[src/rtl/lz4s_sequence_extractor_assert.svh]
// Assertion macros shared by the LZ4s sequence extractor RTL.
`ifndef LZ4S_SEQUENCE_EXTRACTOR_ASSERT_SVH
`define LZ4S_SEQUENCE_EXTRACTOR_ASSERT_SVH

`ifndef SYNTHESIS

// Whenever ante holds, cons must hold in the same cycle.
`define LZ4S_ASSERT_IMP(lbl, clk, rst_n, ante, cons) \
    lbl: assert property (@(posedge clk) disable iff (!rst_n) (ante) |-> (cons)) \
        else $error("lz4s assertion failed");

// cond must never hold.
`define LZ4S_ASSERT_NEVER(lbl, clk, rst_n, cond) \
    lbl: assert property (@(posedge clk) disable iff (!rst_n) !(cond)) \
        else $error("lz4s assertion failed");

`else

`define LZ4S_ASSERT_IMP(lbl, clk, rst_n, ante, cons)
`define LZ4S_ASSERT_NEVER(lbl, clk, rst_n, cond)

`endif

`endif

[src/rtl/lz4s_pkg.sv]
// Shared types, constants and helpers of the LZ4s sequence extractor.
package lz4s_pkg;

    localparam int LEN_W      = 17;
    localparam int DIST_W     = 16;
    localparam int BIAS_W     = 2;
    localparam int FIFO_DEPTH = 4;
    localparam int FIFO_AW    = $clog2(FIFO_DEPTH);

    localparam logic [BIAS_W-1:0] BIAS_RESET = 2'd2;

    // One parsed input byte's worth of work for the emitter.
    typedef struct packed {
        logic              seq_valid;
        logic [DIST_W-1:0] seq_dist;
        logic [LEN_W-1:0]  seq_lit;
        logic [LEN_W-1:0]  seq_match;
        logic              delim_valid;
        logic [LEN_W-1:0]  delim_lit;
        logic              delim_malformed;
    } t_job;

    typedef struct packed {
        logic full;
        logic empty;
    } t_q_stat;

    function automatic logic [LEN_W-1:0] sat_add(input logic [LEN_W-1:0] a,
                                                 input logic [LEN_W-1:0] b);
        logic [LEN_W:0] sum;
        sum = {1'b0, a} + {1'b0, b};
        return sum[LEN_W] ? {LEN_W{1'b1}} : sum[LEN_W-1:0];
    endfunction

endpackage

[src/rtl/lz4s_parser.sv]
// Front end: byte parser of LZ4s tokens, lengths and offsets, builds jobs.
module lz4s_parser
    import lz4s_pkg::*;
(
    input  logic              i_clk,
    input  logic              i_rst_n,
    input  logic              i_in_valid,
    output logic              o_in_stall,
    input  logic [7:0]        i_data_byte,
    input  logic              i_block_last,
    input  logic              i_cfg_valid,
    output logic              o_cfg_ready,
    input  logic [BIAS_W-1:0] i_cfg_data,
    input  t_q_stat           i_q_stat,
    output logic              o_push,
    output t_job              o_job
);

    localparam logic [2:0] PH_TOKEN     = 3'd0;
    localparam logic [2:0] PH_LIT_EXT   = 3'd1;
    localparam logic [2:0] PH_LITERALS  = 3'd2;
    localparam logic [2:0] PH_OFF_LO    = 3'd3;
    localparam logic [2:0] PH_OFF_HI    = 3'd4;
    localparam logic [2:0] PH_MATCH_EXT = 3'd5;

    localparam logic [LEN_W-1:0] NIBBLE_EXT = LEN_W'(15);

    logic [BIAS_W-1:0] r_bias;
    logic [2:0]        r_phase,   n_phase;
    logic [3:0]        r_nibble,  n_nibble;
    logic [LEN_W-1:0]  r_run,     n_run;
    logic [LEN_W-1:0]  r_pend,    n_pend;
    logic [LEN_W-1:0]  r_skip,    n_skip;
    logic [7:0]        r_off_lo,  n_off_lo;
    logic [DIST_W-1:0] r_off,     n_off;
    logic [LEN_W-1:0]  r_mcount,  n_mcount;

    logic             accept;
    logic [LEN_W-1:0] byte_ext;
    logic [LEN_W-1:0] skip_dec;
    logic             finish;
    t_job             job;

    assign accept      = i_in_valid && !i_q_stat.full;
    assign o_in_stall  = i_q_stat.full;
    assign o_cfg_ready = 1'b1;
    assign byte_ext    = {{(LEN_W-8){1'b0}}, i_data_byte};
    assign skip_dec    = (r_skip != '0) ? r_skip - LEN_W'(1) : '0;

    always_comb begin
        n_phase  = r_phase;
        n_nibble = r_nibble;
        n_run    = r_run;
        n_pend   = r_pend;
        n_skip   = r_skip;
        n_off_lo = r_off_lo;
        n_off    = r_off;
        n_mcount = r_mcount;
        finish   = 1'b0;
        job      = '0;

        case (r_phase)
            PH_TOKEN: begin
                n_nibble = i_data_byte[3:0];
                n_run    = {{(LEN_W-4){1'b0}}, i_data_byte[7:4]};
                if (i_data_byte[7:4] == 4'hF) begin
                    n_phase = PH_LIT_EXT;
                end else begin
                    n_skip  = n_run;
                    n_phase = (n_run != '0) ? PH_LITERALS : PH_OFF_LO;
                end
            end
            PH_LIT_EXT: begin
                n_run = sat_add(r_run, byte_ext);
                if (i_data_byte != 8'hFF) begin
                    n_skip  = n_run;
                    n_phase = (n_run != '0) ? PH_LITERALS : PH_OFF_LO;
                end
            end
            PH_LITERALS: begin
                n_skip = skip_dec;
                if (skip_dec == '0) begin
                    n_phase = PH_OFF_LO;
                end
            end
            PH_OFF_LO: begin
                n_off_lo = i_data_byte;
                n_phase  = PH_OFF_HI;
            end
            PH_OFF_HI: begin
                n_off = {i_data_byte, r_off_lo};
                if (r_nibble == 4'hF) begin
                    n_mcount = NIBBLE_EXT;
                    n_phase  = PH_MATCH_EXT;
                end else begin
                    n_mcount = {{(LEN_W-4){1'b0}}, r_nibble};
                    finish   = 1'b1;
                end
            end
            PH_MATCH_EXT: begin
                n_mcount = sat_add(r_mcount, byte_ext);
                finish   = (i_data_byte != 8'hFF);
            end
            default: begin
                n_phase = PH_TOKEN;
            end
        endcase

        // Close the sequence: emit it, or carry its literals forward.
        if (finish) begin
            if (n_mcount != '0) begin
                job.seq_valid = 1'b1;
                job.seq_dist  = n_off;
                job.seq_lit   = sat_add(r_pend, r_run);
                job.seq_match = sat_add(n_mcount, {{(LEN_W-BIAS_W){1'b0}}, r_bias});
                n_pend        = '0;
            end else begin
                n_pend = sat_add(r_pend, r_run);
            end
            n_run   = '0;
            n_phase = PH_TOKEN;
        end

        // Block end: delimiter, then drop all parse state.
        if (i_block_last) begin
            job.delim_valid = 1'b1;
            if (n_phase == PH_TOKEN) begin
                job.delim_lit = n_pend;
            end else if (n_phase == PH_OFF_LO) begin
                job.delim_lit = sat_add(n_pend, n_run);
            end else begin
                job.delim_lit       = n_pend;
                job.delim_malformed = 1'b1;
            end
            n_phase  = PH_TOKEN;
            n_nibble = '0;
            n_run    = '0;
            n_pend   = '0;
            n_skip   = '0;
            n_off_lo = '0;
            n_off    = '0;
            n_mcount = '0;
        end
    end

    assign o_push = accept && (job.seq_valid || job.delim_valid);
    assign o_job  = job;

    always_ff @(posedge i_clk) begin
        if (!i_rst_n) begin
            r_bias   <= BIAS_RESET;
            r_phase  <= PH_TOKEN;
            r_nibble <= '0;
            r_run    <= '0;
            r_pend   <= '0;
            r_skip   <= '0;
            r_off_lo <= '0;
            r_off    <= '0;
            r_mcount <= '0;
        end else begin
            if (i_cfg_valid) begin
                r_bias <= i_cfg_data;
            end
            if (accept) begin
                r_phase  <= n_phase;
                r_nibble <= n_nibble;
                r_run    <= n_run;
                r_pend   <= n_pend;
                r_skip   <= n_skip;
                r_off_lo <= n_off_lo;
                r_off    <= n_off;
                r_mcount <= n_mcount;
            end
        end
    end

endmodule

[src/rtl/lz4s_job_fifo.sv]
// Short job queue between the parser and the record emitter.
`include "lz4s_sequence_extractor_assert.svh"

module lz4s_job_fifo
    import lz4s_pkg::*;
(
    input  logic    i_clk,
    input  logic    i_rst_n,
    input  logic    i_push,
    input  t_job    i_job,
    input  logic    i_pop,
    output t_job    o_head,
    output t_q_stat o_stat
);

    t_job               r_mem [FIFO_DEPTH];
    logic [FIFO_AW-1:0] r_wr_ptr;
    logic [FIFO_AW-1:0] r_rd_ptr;
    logic [FIFO_AW:0]   r_count;

    assign o_head       = r_mem[r_rd_ptr];
    assign o_stat.full  = (r_count == (FIFO_AW+1)'(FIFO_DEPTH));
    assign o_stat.empty = (r_count == '0);

    always_ff @(posedge i_clk) begin
        if (i_push) begin
            r_mem[r_wr_ptr] <= i_job;
        end
    end

    always_ff @(posedge i_clk) begin
        if (!i_rst_n) begin
            r_wr_ptr <= '0;
            r_rd_ptr <= '0;
            r_count  <= '0;
        end else begin
            if (i_push) begin
                r_wr_ptr <= r_wr_ptr + FIFO_AW'(1);
            end
            if (i_pop) begin
                r_rd_ptr <= r_rd_ptr + FIFO_AW'(1);
            end
            if (i_push && !i_pop) begin
                r_count <= r_count + (FIFO_AW+1)'(1);
            end else if (i_pop && !i_push) begin
                r_count <= r_count - (FIFO_AW+1)'(1);
            end
        end
    end

    `LZ4S_ASSERT_NEVER(a_no_push_full, i_clk, i_rst_n, i_push && o_stat.full)
    `LZ4S_ASSERT_NEVER(a_no_pop_empty, i_clk, i_rst_n, i_pop && o_stat.empty)
    `LZ4S_ASSERT_NEVER(a_count_range, i_clk, i_rst_n, r_count > (FIFO_AW+1)'(FIFO_DEPTH))

endmodule

[src/rtl/lz4s_emitter.sv]
// Back end: expands queued jobs into sequence and delimiter records.
`include "lz4s_sequence_extractor_assert.svh"

module lz4s_emitter
    import lz4s_pkg::*;
(
    input  logic              i_clk,
    input  logic              i_rst_n,
    input  t_job              i_head,
    input  t_q_stat           i_q_stat,
    output logic              o_pop,
    output logic              o_out_valid,
    input  logic              i_out_stall,
    output logic [DIST_W-1:0] o_match_distance,
    output logic [LEN_W-1:0]  o_literal_length,
    output logic [LEN_W-1:0]  o_match_length,
    output logic              o_is_delimiter,
    output logic              o_last_of_run,
    output logic              o_malformed
);

    logic              r_valid;
    logic              r_second;
    logic [DIST_W-1:0] r_dist;
    logic [LEN_W-1:0]  r_lit;
    logic [LEN_W-1:0]  r_match;
    logic              r_delim;
    logic              r_last;
    logic              r_mal;

    logic load;
    logic split_first;
    logic take_delim;

    assign load        = !r_valid || !i_out_stall;
    // First half of a two-record job: show the sequence, keep the job.
    assign split_first = i_head.seq_valid && i_head.delim_valid && !r_second;
    assign take_delim  = r_second || !i_head.seq_valid;
    assign o_pop       = load && !i_q_stat.empty && !split_first;

    always_ff @(posedge i_clk) begin
        if (load && !i_q_stat.empty) begin
            r_last <= !split_first;
            if (!split_first && take_delim) begin
                r_dist  <= '0;
                r_lit   <= i_head.delim_lit;
                r_match <= '0;
                r_delim <= 1'b1;
                r_mal   <= i_head.delim_malformed;
            end else begin
                r_dist  <= i_head.seq_dist;
                r_lit   <= i_head.seq_lit;
                r_match <= i_head.seq_match;
                r_delim <= 1'b0;
                r_mal   <= 1'b0;
            end
        end
    end

    always_ff @(posedge i_clk) begin
        if (!i_rst_n) begin
            r_valid  <= 1'b0;
            r_second <= 1'b0;
        end else if (load) begin
            r_valid <= !i_q_stat.empty;
            if (!i_q_stat.empty) begin
                r_second <= split_first;
            end
        end
    end

    assign o_out_valid      = r_valid;
    assign o_match_distance = r_dist;
    assign o_literal_length = r_lit;
    assign o_match_length   = r_match;
    assign o_is_delimiter   = r_delim;
    assign o_last_of_run    = r_last;
    assign o_malformed      = r_mal;

    `LZ4S_ASSERT_IMP(a_head_has_record, i_clk, i_rst_n, !i_q_stat.empty,
        i_head.seq_valid || i_head.delim_valid)
    `LZ4S_ASSERT_IMP(a_second_is_delim, i_clk, i_rst_n, r_second,
        !i_q_stat.empty && i_head.delim_valid)

endmodule

[src/rtl/lz4s_sequence_extractor.sv]
// Top level of the LZ4s sequence extractor: parser, job queue and emitter.
//
// The block takes one byte of an LZ4s block per cycle and turns it into
// zstd-style sequence records (offset, literal length, match length) plus
// one delimiter record per block that carries the trailing literals and a
// malformed flag when the block ends inside a length, literal run or
// offset. Every byte is parsed in the cycle it is accepted, so the input
// side sustains one item per clock. A byte produces zero, one or two
// records; the emitter drives one record per clock from its output
// register while the output is not stalled, so a byte that closes a
// sequence on the block's last byte gives the output side two records.
// A four-entry job queue between parser and emitter absorbs those bursts
// and output stalls; the input stalls only while that queue is full.
// Results pass through the job queue and the emitter's output register.
// Lengths are 17 bits and saturate at all ones. The match length bias
// register (reset 2) is written on the cfg channel, which is always
// ready; write it only while the block is idle.
module lz4s_sequence_extractor
    import lz4s_pkg::*;
(
    input  logic              i_clk,
    input  logic              i_rst_n,
    // byte input
    input  logic              i_in_valid,
    output logic              o_in_stall,
    input  logic [7:0]        i_data_byte,
    input  logic              i_block_last,
    // configuration: match length bias
    input  logic              i_cfg_valid,
    output logic              o_cfg_ready,
    input  logic [BIAS_W-1:0] i_cfg_data,
    // record output
    output logic              o_out_valid,
    input  logic              i_out_stall,
    output logic [DIST_W-1:0] o_match_distance,
    output logic [LEN_W-1:0]  o_literal_length,
    output logic [LEN_W-1:0]  o_match_length,
    output logic              o_is_delimiter,
    output logic              o_last_of_run,
    output logic              o_malformed
);

    t_job    push_job;
    t_job    head_job;
    t_q_stat q_stat;
    logic    push;
    logic    pop;

    // Parse each accepted byte and hand finished records to the queue.
    lz4s_parser u_parser (
        .i_clk        (i_clk),
        .i_rst_n      (i_rst_n),
        .i_in_valid   (i_in_valid),
        .o_in_stall   (o_in_stall),
        .i_data_byte  (i_data_byte),
        .i_block_last (i_block_last),
        .i_cfg_valid  (i_cfg_valid),
        .o_cfg_ready  (o_cfg_ready),
        .i_cfg_data   (i_cfg_data),
        .i_q_stat     (q_stat),
        .o_push       (push),
        .o_job        (push_job)
    );

    // Decouple parsing from output back-pressure.
    lz4s_job_fifo u_fifo (
        .i_clk   (i_clk),
        .i_rst_n (i_rst_n),
        .i_push  (push),
        .i_job   (push_job),
        .i_pop   (pop),
        .o_head  (head_job),
        .o_stat  (q_stat)
    );

    // Drain jobs one record per cycle while the output is not stalled.
    lz4s_emitter u_emitter (
        .i_clk            (i_clk),
        .i_rst_n          (i_rst_n),
        .i_head           (head_job),
        .i_q_stat         (q_stat),
        .o_pop            (pop),
        .o_out_valid      (o_out_valid),
        .i_out_stall      (i_out_stall),
        .o_match_distance (o_match_distance),
        .o_literal_length (o_literal_length),
        .o_match_length   (o_match_length),
        .o_is_delimiter   (o_is_delimiter),
        .o_last_of_run    (o_last_of_run),
        .o_malformed      (o_malformed)
    );

endmodule

[config.mk]
export PLATFORM = sky130hd
export DESIGN_NAME = lz4s_sequence_extractor
export DESIGN_NICKNAME = d
export VERILOG_FILES = /design/src/rtl/lz4s_pkg.sv /design/src/rtl/lz4s_parser.sv /design/src/rtl/lz4s_job_fifo.sv /design/src/rtl/lz4s_emitter.sv /design/src/rtl/lz4s_sequence_extractor.sv
export VERILOG_INCLUDE_DIRS = /design/src /design/src/rtl
export SDC_FILE = /design/constraint.sdc
export NUM_CORES = 1
export LEC_CHECK = 0
export ABC_AREA = 1
export BUFFER_PORTS_ARGS = -buffer_cell sky130_fd_sc_hd__buf_2
export CORE_MARGIN = 4
export CORE_UTILIZATION = 45
export CTS_BUF_LIST = sky130_fd_sc_hd__clkbuf_8 sky130_fd_sc_hd__clkbuf_16
export DETAILED_ROUTE_END_ITERATION = 12
export PLACE_DENSITY = 0.72
export SYNTH_ARGS = -nofsm -noshare
export SYNTH_HDL_FRONTEND = slang
export SYNTH_SLANG_ARGS = --single-unit
[constraint.sdc]
create_clock -name i_clk -period 7.73 [get_ports i_clk]
set_input_delay 0.773 -clock i_clk [delete_from_list [all_inputs] [get_ports i_clk]]
set_output_delay 0.773 -clock i_clk [all_outputs]
set_load 0.02 [all_outputs]
==> results, run 1 <==
- The flow ran to the end, and the final reports show no timing, DRC or antenna violations.
- The detailed router placed 18600 vias in this run.
- The number of sinks driven by the clock tree is 445.
- The worst hold path class is in2reg.
- The total global routing overflow is 0.
- The congestion estimate from routability-driven global placement came to 0.960.
- The worst endpoint required time is 8.06 ns.
- The internal power is 4.69 mW.
- In this run, post-CTS repair resized a total of 0 instances.
- The via count of the first global-routing pass came to 17300.
- For this configuration, the core starts out at a cell density of 0.455.
- Compared with the post-synthesis result, the final layout area differs by 10.7%.
- The clock insertion delay at the later pin of the skew report is 0.59 ns.
- The count of cell types in the netlist is 55.
- The clock tree from TritonCTS is built.
- After clock tree synthesis, the clock-pin slew on the worst setup and hold paths is 0.06 ns.
- The shortest clock period the worst path allows after layout is 6.01 ns.
- The worst ir drop on vdd is 0.185 mV.
- The average footprint of a synthesized cell is 8.62 um^2.
- Of the available clock period, the critical path in the final layout requires 0.778.
- The power per standard cell area is 281 mW/mm^2.
- The prevailing post-synth register cell is sky130_fd_sc_hd__edfxtp_1.
- The final number of max-transition violations is 0.
- The launching element type of the critical path is a flop.
- The floorplan has 82 rows.
- The worst setup path is captured at a flop.
- The number of nets in the synthesized netlist is 2728.
- Adding up every negative setup slack in the final design gives 0 ns.
- The path with the worst hold slack has its endpoint at u_parser.r_bias[1].
- The number of clock buffers inserted by TritonCTS is 46.
- The number of cells after detailed placement is 3292.
- After synthesis, the share of flip-flops with an asynchronous set or reset is 0.
- The share of total power dissipated in the clock network is 0.313.
- The clock passes through at most 3 buffers.
- The count of state elements after synthesis is 445.
- The worst setup path is of the reg2reg kind.
- The hold path depth is 3.
- The power spent charging and discharging nets is 2.40 mW.
- Summed over all cells, the static leakage comes to 9.68 nW.
- The cell depth of the worst flop-to-flop path is 27.
- In the final layout, the share of cells above drive strength 1 is 0.0850.
- Headroom to the max-slew limit came out at 0.214.
- The area of the die is 0.0544 mm^2.
- The number of synthesis warnings is 0.
- Entering global routing, the biggest net connects 91 pins.
- The die outline width is 233 um.
- The clock tree root buffer cell is sky130_fd_sc_hd__clkbuf_16.
- The proportion of total power due to net switching is 0.339.
- The worst-case register-to-register setup slack is 1.72 ns.
- CTS built an H-tree with a depth of 2.
- The tool flagged a number of max-cap violations equal to 0.
- The HPWL after detailed placement is 41900 um.
- The first-pass GRT wire length is 95500 um.
- Yosys mapped a number of flops with a built-in enable equal to 333.
- For this run, the total global-route usage over all layers was measured as 0.222.
- The number of placed I/O pins is 72.
- STA puts the critical path data arrival time at 6.34 ns.
- After detailed routing, the number of vias per cell comes to 5.50.
- The fraction of power consumed by combinational cells is 0.259.
- The startpoint identified for the worst register-to-register timing path is u_parser.r_phase[1].
- The proportion of power drawn by flip-flops and latches is 0.429.
- The number of detailed-routing iterations run before antenna repair is 6.
- The initial antenna violation count came to 2.
- Across the routed clock network, the largest skew measured is 0.0238 ns.
- The share of the Yosys chip area taken by registers is 0.536.
- In the routed design, unresolved DRC markers number 0.
- After floorplanning, the core was sized to cover 0.0502 mm^2.
- Hold timing on the final database bottoms out at a slack of 0.399 ns.
- The post-synthesis cell area is 0.0228 mm^2.
- The chip height is 233 um.
- The maximum clock frequency is 166 MHz.
- Setup repair after global routing left no endpoint under its margin.
- The violation count after the first detailed-route iteration is 2121.
- The count of non-filler cells in the finished layout is 3378.
- In the final design database the tool counted 2748 nets.
- The maximum fanout along the worst path is 38.
- The end of the worst register-to-register path is u_fifo.r_mem[2][15].
- Dividing the detail-routed wire length by the instance count gives 18.3 um.
- The number of hold violations in the final report came to 0.
- At the pin with the least slew margin, the transition time is 1.18 ns.
- Wires add up to 61900 um.
- The number of instances in the synthesized netlist is 2648.
- The detail route stage leaves a number of antenna-violating nets equal to 0.
- The number of setup violations in the final report is 0.
- The worst hold path begins at i_cfg_data[1].
- The number of buffers inserted by post-CTS setup repair is 0.
- The number of buffers added on ports is 70.
- The number of buffers inserted for hold repair after clock tree synthesis is 0.
worst max-delay path, stage by stage (launching register included):
cell and delay [ns]:
sky130_fd_sc_hd__dfxtp_1 0.38, sky130_fd_sc_hd__nor2_2 0.15, sky130_fd_sc_hd__nand2_1 0.68, sky130_fd_sc_hd__nand2_4 0.52, sky130_fd_sc_hd__inv_2 0.20, sky130_fd_sc_hd__nand2_1 0.09, sky130_fd_sc_hd__nand2_1 0.17, sky130_fd_sc_hd__nor2_1 0.15
sky130_fd_sc_hd__nand2_1 0.06, sky130_fd_sc_hd__nor2_1 0.34, sky130_fd_sc_hd__nand2_1 0.18, sky130_fd_sc_hd__nand2_4 0.27, sky130_fd_sc_hd__nand2_1 0.13, sky130_fd_sc_hd__inv_1 0.08, sky130_fd_sc_hd__ha_1 0.25, sky130_fd_sc_hd__fa_1 0.25
sky130_fd_sc_hd__nand3_1 0.09, sky130_fd_sc_hd__nand2_1 0.14, sky130_fd_sc_hd__nand2_1 0.07, sky130_fd_sc_hd__nand3_1 0.15, sky130_fd_sc_hd__a21boi_0 0.16, sky130_fd_sc_hd__o21ai_0 0.38, sky130_fd_sc_hd__nand2_1 0.15, sky130_fd_sc_hd__nand3b_1 0.11
sky130_fd_sc_hd__a21oi_1 0.07, sky130_fd_sc_hd__nand4_1 0.11, sky130_fd_sc_hd__nand2_1 0.06, sky130_fd_sc_hd__a21oi_1 0.34
power groups by stage:
stage | Clock, mW | Sequential (mW) | Combinational [mW]
final | 2.22 | 3.04 | 1.83
after global routing | 2.34 | 3.07 | 2.03
after CTS | 2.25 | 3.04 | 1.85
after detailed placement | 0 | 3.09 | 1.84
after global placement | 0 | 3.08 | 1.82
after floorplan | 0 | 3.26 | 1.07
worst max path at each step:
stage | from | endpoint | depth (start not counted)
2_1_floorplan | i_data_byte[0] | u_fifo.r_mem[0][0] | 20
3_3_place_gp | i_data_byte[4] | u_fifo.r_mem[0][15] | 32
3_5_place_dp | i_data_byte[4] | u_fifo.r_mem[2][15] | 31
4_1_cts | u_parser.r_phase[1] | u_fifo.r_mem[2][15] | 27
5_1_grt | u_parser.r_phase[1] | u_fifo.r_mem[2][15] | 27
6_report | u_parser.r_phase[1] | u_fifo.r_mem[2][15] | 27
state kept, by name, indices dropped and copies added (netlist names), named ones only:
signal	cells
u_emitter.r_second	1
u_emitter.o_last_of_run	1
u_parser.r_pend	17
u_parser.r_mcount	17
u_parser.r_off	16
u_fifo.r_count	3
u_emitter.o_out_valid	1
u_fifo.r_mem	280
u_emitter.o_is_delimiter	1
u_fifo.r_wr_ptr	2
u_fifo.r_rd_ptr	2
u_parser.r_run	17
u_emitter.o_match_distance	16
u_parser.r_phase	3
u_parser.r_nibble	4
u_emitter.o_match_length	17
u_parser.r_skip	17
u_emitter.o_literal_length	17
u_parser.r_off_lo	8
u_parser.r_bias	2
u_emitter.o_malformed	1
cell usage after synthesis (10+ instances only):
library cell	n	area (um^2)
sky130_fd_sc_hd__nand4_1	17	106
sky130_fd_sc_hd__o22ai_1	19	119
sky130_fd_sc_hd__nand2_2	11	68.8
sky130_fd_sc_hd__o21ai_0	229	1150
sky130_fd_sc_hd__ha_1	58	726
sky130_fd_sc_hd__clkbuf_1	87	327
sky130_fd_sc_hd__xnor2_1	21	184
sky130_fd_sc_hd__edfxtp_1	333	10000
sky130_fd_sc_hd__buf_2	17	85.1
sky130_fd_sc_hd__a21oi_1	211	1060
sky130_fd_sc_hd__dfxtp_1	112	2240
sky130_fd_sc_hd__nor2_1	461	1730
sky130_fd_sc_hd__nand3_1	104	521
sky130_fd_sc_hd__xor2_1	37	324
sky130_fd_sc_hd__a31oi_1	27	169
sky130_fd_sc_hd__nand2_1	566	2120
sky130_fd_sc_hd__o211ai_1	10	75.1
sky130_fd_sc_hd__inv_1	190	713
sky130_fd_sc_hd__nor3_1	15	75.1
sky130_fd_sc_hd__nand3b_1	12	90.1
cells by family (layout without fill, tap and decap cells):
group,Yosys count,in the layout,synth area share
AO/OA/AOI/OAI,540,540,0.129
buffers and inverters,322,379,0.0562
XOR/XNOR,58,58,0.0223
AND/OR/NAND/NOR,1218,1218,0.220
other,1,2,0.000164
adder cells (fa/ha/maj),64,64,0.0370
flip-flops,445,445,0.536
area by class of cell:
type | instances | area (um^2)
fillers | 4581 | 24900
diodes | 1 | 2.50
clock buffers | 47 | 1160
clock inverters | 38 | 362
inverters | 204 | 767
well taps | 672 | 841
flip-flops and latches | 445 | 12200
repair buffers | 90 | 513
multi-input cells | 1881 | 9370
layer usage:
metal / GRT usage / vias up / wire length (um)
met3: 0.0446 / 118 / 4880
met2: 0.346 / 666 / 27600
met5: 0 / - / 13
met1: 0.313 / 8830 / 27700
met4: 0.0689 / 2 / 1700
li1: - / 8954 / -
layout by cell type (no fill, tap or decap), drive strengths merged, types with 18 or more instances in the layout:
cell type    n
nand2      584
nor2       468
edfxtp     333
o21ai      235
a21oi      222
inv        207
dfxtp      112
nand3      107
buf         90
ha          58
clkbuf      47
xor2        37
a31oi       27
clkinv      24
xnor2       21
o22ai       19
nor3        18
per-stage QoR:
step	utilization	setup slack [ns]	power [mW]	instance area (um^2)
CTS	0.504	1.89	7.15	25300
finish	0.504	1.72	7.09	25300
detailed placement	0.473	1.56	4.94	23700
global placement	0.473	1.74	4.90	23700
floorplan	-	1.50	4.33	22800
global route	0.504	1.25	7.44	25300
Note: power is estimated with default switching activity, not from simulation.
==> inputs of run 2 (changes only) <==
--- a/config.mk
+++ b/config.mk
@@ -6,13 +6,13 @@
 export SDC_FILE = /design/constraint.sdc
 export NUM_CORES = 1
 export LEC_CHECK = 0
-export ABC_AREA = 1
+export ABC_AREA = 0
 export BUFFER_PORTS_ARGS = -buffer_cell sky130_fd_sc_hd__buf_2
 export CORE_MARGIN = 4
 export CORE_UTILIZATION = 45
 export CTS_BUF_LIST = sky130_fd_sc_hd__clkbuf_8 sky130_fd_sc_hd__clkbuf_16
 export DETAILED_ROUTE_END_ITERATION = 12
-export PLACE_DENSITY = 0.72
+export PLACE_DENSITY = 0.74
 export SYNTH_ARGS = -nofsm -noshare
 export SYNTH_HDL_FRONTEND = slang
 export SYNTH_SLANG_ARGS = --single-unit
==> constraint.sdc (replaced) <==
create_clock -name i_clk -period 4.95 [get_ports i_clk]
set_input_delay 0.495 -clock i_clk [delete_from_list [all_inputs] [get_ports i_clk]]
set_output_delay 0.495 -clock i_clk [all_outputs]
set_load 0.02 [all_outputs]
==> run 2 against run 1 <==
Combinational power grew 25%; largest power group unchanged; non-clock buffer count increased by 266; the run now ends with negative setup slack left; first-iteration DRC count shrank 31%; critical path type unchanged; critical endpoint is now u_fifo.r_mem[2][16]; cell count decreased by 19%; die area fell by 4.1%.
==> results, run 2 <==
- The worst hold path class is in2reg.
- The HPWL after detailed placement was 40900 um (-2.4%).
- The violation count after the first detailed-route iteration is 1461 (-31%).
- The vias per cell is 5.93 (+7.8%).
- The post-synthesis mux area share is 0.0911 (+0.0911).
- The register with the most flip-flops in the final layout is u_fifo.r_mem.
- The xor and xnor fraction of the mapped netlist area is 0.0212 (-0.00101).
- The number of synthesis warnings is 0 (unchanged).
- The maximum cell stage delay along the critical path is 0.63 ns (-0.05 ns).
- The worst endpoint required time is 5.26 ns (-2.80 ns).
- The share of post-route cells with drive strength above 1 is 0.289 (+0.204).
- The cell area after placement is 0.0249 mm^2 (+5.1%).
- The number of violations of the max-capacitance limit is 0 (unchanged).
- The final instance area was 0.0268 mm^2 (+6.1%).
- The number of buffers added on ports is 70 (unchanged).
- The top-area cell type share of the netlist area was 0.457 (+0.0195).
- The average footprint of a synthesized cell came to 12.2 um^2 (+41%).
- The number of setup violations in the final report is 68 (+68).
- The effective utilization at floorplan came to 0.457 (+0.00177).
- The headroom to the max-slew limit is 0.172 (-0.0413).
- The async set-or-reset flop fraction in the synthesized netlist is 0 (unchanged).
- The number of clock buffers inserted by TritonCTS is 45 (-2.2%).
- The internal power is 7.30 mW (+56%).
- The clock insertion delay at the later pin of the skew report came to 0.59 ns (about the same).
- The area of the core is 0.0478 mm^2 (-4.6%).
- The number of sinks driven by the clock tree is 445 (unchanged).
- The final wirelength is 59300 um (-4.2%).
- The total global routing overflow came to 0 (unchanged).
- The checks that failed: negative setup slack.
- The post-layout total power is 10.3 mW (+45%).
- The setup clock skew after layout is 0.0294 ns (+0.00562 ns).
- The most instantiated library cell after synthesis is sky130_fd_sc_hd__edfxtp_1.
- The die outline width is 228 um (-2.1%).
- The number of nets produced by synthesis is 1874 (-31%).
- The global placement routability congestion was 0.923 (-3.9%).
- The power per standard cell area is 384 mW/mm^2 (+37%).
- The proportion of total power due to net switching is 0.291 (-0.0483).
- The library cell used most frequently in the layout, excluding fill and tap cells, is sky130_fd_sc_hd__edfxtp_1.
- By area the synthesized netlist is led by sky130_fd_sc_hd__edfxtp_1 (46%), sky130_fd_sc_hd__dfxtp_1 (10%), sky130_fd_sc_hd__mux4_2 (7.2%).
- The count of cell types in the netlist is 85 (+55%).
- Leaving out fill and tap cells, the most frequent cells in the layout are sky130_fd_sc_hd__edfxtp_1 (333), sky130_fd_sc_hd__buf_4 (274), sky130_fd_sc_hd__nand2_1 (146), sky130_fd_sc_hd__nor2_1 (106), sky130_fd_sc_hd__dfxtp_1 (105).
- The maximum clock frequency is 188 MHz (+13%).
- The post-synthesis cell area is 0.0219 mm^2 (-4.3%).
- The post-synthesis adder-cell area fraction is 0.0387 (+0.00165).
- The number of placed I/O pins was 72 (unchanged).
- Walking the worst path, the cells encountered are ha_4, inv_2, fa_2, nand2b_4, a21oi_4, o21a_2, buf_4, mux2_2, nor2_2, a221oi_4, or4_4, o21ai_4, ha_4, a211oi_2, nor2_1, o31ai_1, buf_4, a21oi_2, and2_4, or4_4, a21oi_2, mux2i_1, o311a_1.
- The launching element type of the critical path is a flop.
- The remaining antenna violation count was 0 (unchanged).
- The number of buffers inserted for hold repair after clock tree synthesis is 0 (unchanged).
- The power spent charging and discharging nets is 2.99 mW (+24%).
- The maximum count of clock buffers along a single path came to 3 (unchanged).
- The run finished, with violations left.
- The layout overhead on the synthesized area is 22.7%.
- The synthesized-area fraction occupied by ao, oa, aoi and oai cells is 0.134 (+0.00504).
- The area of the die came to 0.0522 mm^2 (-4.1%).
- The smallest setup slack after layout came to -0.362 ns (-2.08 ns).
- The initial antenna violation count is 0 (-2).
- The detailed-route wire length per cell is 21.6 um (+18%).
- The clock edge transition at the registers on the reported setup and hold paths is 0.06 ns (about the same).
- The chip height is 228 um (-2.1%).
- The leakage dissipation was 10.1 nW (+3.9%).
- The via count of the first global-routing pass is 16400 (-5.2%).
- The proportion of power drawn by flip-flops and latches is 0.451 (+0.022).
- TritonCTS built the clock tree.
- The count of state elements after synthesis was 445 (unchanged).
- After synthesis, the largest family of logic cells by area is compound AO/OA/AOI/OAI gates.
- The fraction of power consumed by combinational cells came to 0.223 (-0.036).
- The post-route fraction of the period consumed by the critical path is 1.07 (+0.295).
- The total via count in the routed design is 16300 (-12%).
- By count the netlist is led by sky130_fd_sc_hd__edfxtp_1 (333), sky130_fd_sc_hd__nand2_1 (147), sky130_fd_sc_hd__dfxtp_1 (112).
- Setup repair after global routing could not meet its margin everywhere.
- The worst-margin pin slew is 1.23 ns (+0.0565 ns).
- The arrival time at the worst endpoint is 5.62 ns (-0.72 ns).
- Of all cell types, the one taking the most synthesized area is sky130_fd_sc_hd__edfxtp_1.
- The number of instances in the synthesized netlist is 1794 (-32%).
- The overall global routing resource usage came to 0.222 (+0.000615).
- The number of antenna diodes is 0 (-1).
- The final number of max-transition violations is 0 (unchanged).
- The number of detailed-routing iterations run before antenna repair is 6 (unchanged).
- The number of synthesized flops with an enable pin is 333 (unchanged).
- The shortest clock period the worst path allows after layout is 5.31 ns (-0.702 ns).
- The sequential area share after synthesis is 0.560 (+0.0239).
- The simple-gate portion of the synthesized area came to 0.131 (-0.0882).
- The prevailing post-synth register cell is sky130_fd_sc_hd__edfxtp_1.
- The number of nets in the layout is 2178 (-21%).
- The clock tree root buffer cell is sky130_fd_sc_hd__clkbuf_16.
- The worst ir drop on vdd is 0.248 mV (+34%).
- The number of flip-flops under the largest register name came to 280 (unchanged).
- The number of hold violations in the final report came to 0 (unchanged).
- The endpoint kind of the worst setup timing path is a flop.
- The critical path's slowest cell is sky130_fd_sc_hd__or4_4.
- The post-route worst hold slack is 0.187 ns (-0.212 ns).
- The pin count of the biggest net entering global routing is 97 (+6.6%).
- The count of standard-cell rows was 80 (-2.4%).
- The maximum fanout along the worst path came to 5 (-87%).
- The DRC violation count after routing is 0 (unchanged).
- The proportion of power drawn by the clock network is 0.326 (+0.013).
- The worst setup path is of the reg2reg kind.
- The first-pass GRT wire length is 93100 um (-2.6%).
- The H-tree level count is 2 (unchanged).
-- run 2: cell types whose count changed after synthesis, sizes merged, moves of 63 or more --
cell   before  now
nor2      468  107
nor2b       0   84
inv       198   31
a22oi       1   64
mux4        0   70
o21ai     235   97
a21oi     222  106
nand2     584  147
nand3     107   15
-- run 2: kinds of logic (layout without fill, tap and decap cells) --
family / Yosys count / after routing
and+or+nand+nor: 558 / 559
DFF: 445 / 445
AOI/OAI and AO/OA: 432 / 432
buffers and inverters: 132 / 472
muxes: 109 / 109
adders and majority gates: 64 / 64
xor gates and xnor gates: 53 / 53
other: 1 / 1
-- run 2: what timing repair did --
item	CTS	global route
gates cloned	3	0
gates resized for setup	45	18
endpoints found under the setup margin	68	68
pin swaps	10	9
buffers inserted	8	1
-- run 2: final timing paths --
check / from / end / slack, ns / cells past startpoint
worst min register to register: u_parser.r_pend[16] / u_parser.r_pend[16] / 0.48 / 2
worst max-delay path: u_parser.r_mcount[0] / u_fifo.r_mem[2][16] / -0.36 / 23
worst max register to register: u_parser.r_mcount[0] / u_fifo.r_mem[2][16] / -0.36 / 23
worst min-delay path: i_cfg_data[1] / u_parser.r_bias[1] / 0.19 / 3
-- run 2: power by group through the flow --
| stage | registers, mW | clock network (mW) | logic, mW |
|---|---|---|---|
| 2_1_floorplan | 5.00 | 0 | 1.24 |
| 3_3_place_gp | 4.71 | 0 | 2.22 |
| 3_5_place_dp | 4.72 | 0 | 2.27 |
| 4_1_cts | 4.65 | 3.40 | 2.31 |
| 5_1_grt | 4.68 | 3.59 | 2.46 |
| 6_report | 4.64 | 3.35 | 2.29 |
-- run 2: worst max-delay path, delay by kind of cell, from the launching register on --
family,cells,cell delay (ns)
buf+inv,3,0.31
flops,1,0.37
fa+ha+maj,3,0.70
compound gates,9,1.62
simple gates,6,1.57
mux,2,0.42
-- run 2: stage by stage --
| step | utilization | std cells | worst slack [ns] | setup TNS [ns] |
|---|---|---|---|---|
| global route | 0.560 | 2750 | -0.570 | -34.40 |
| CTS | 0.558 | 2749 | -0.359 | -23.29 |
| detailed placement | 0.521 | 2655 | -0.857 | -56.57 |
| floorplan | - | 1794 | -0.424 | -25.61 |
| finish | 0.560 | 2750 | -0.362 | -22.76 |
| global placement | 0.521 | 2655 | -0.782 | -51.86 |
-- run 2: cell type report --
| cell class | instances | area (um^2) |
|---|---|---|
| clock inverters | 39 | 343 |
| flip-flops and latches | 445 | 12300 |
| fillers | 3896 | 21000 |
| inverters | 32 | 120 |
| multi-input cells | 1218 | 9570 |
| well taps | 615 | 769 |
| repair buffers | 356 | 2630 |
| clock buffers | 45 | 1130 |
-- run 2: metal layers --
metal | global-route usage | wire length (um) | vias up
li1 | - | - | 7485
met1 | 0.312 | 26000 | 8082
met2 | 0.361 | 27500 | 641
met3 | 0.0415 | 4580 | 87
met4 | 0.0549 | 1140 | 0
met5 | 0 | 0 | -
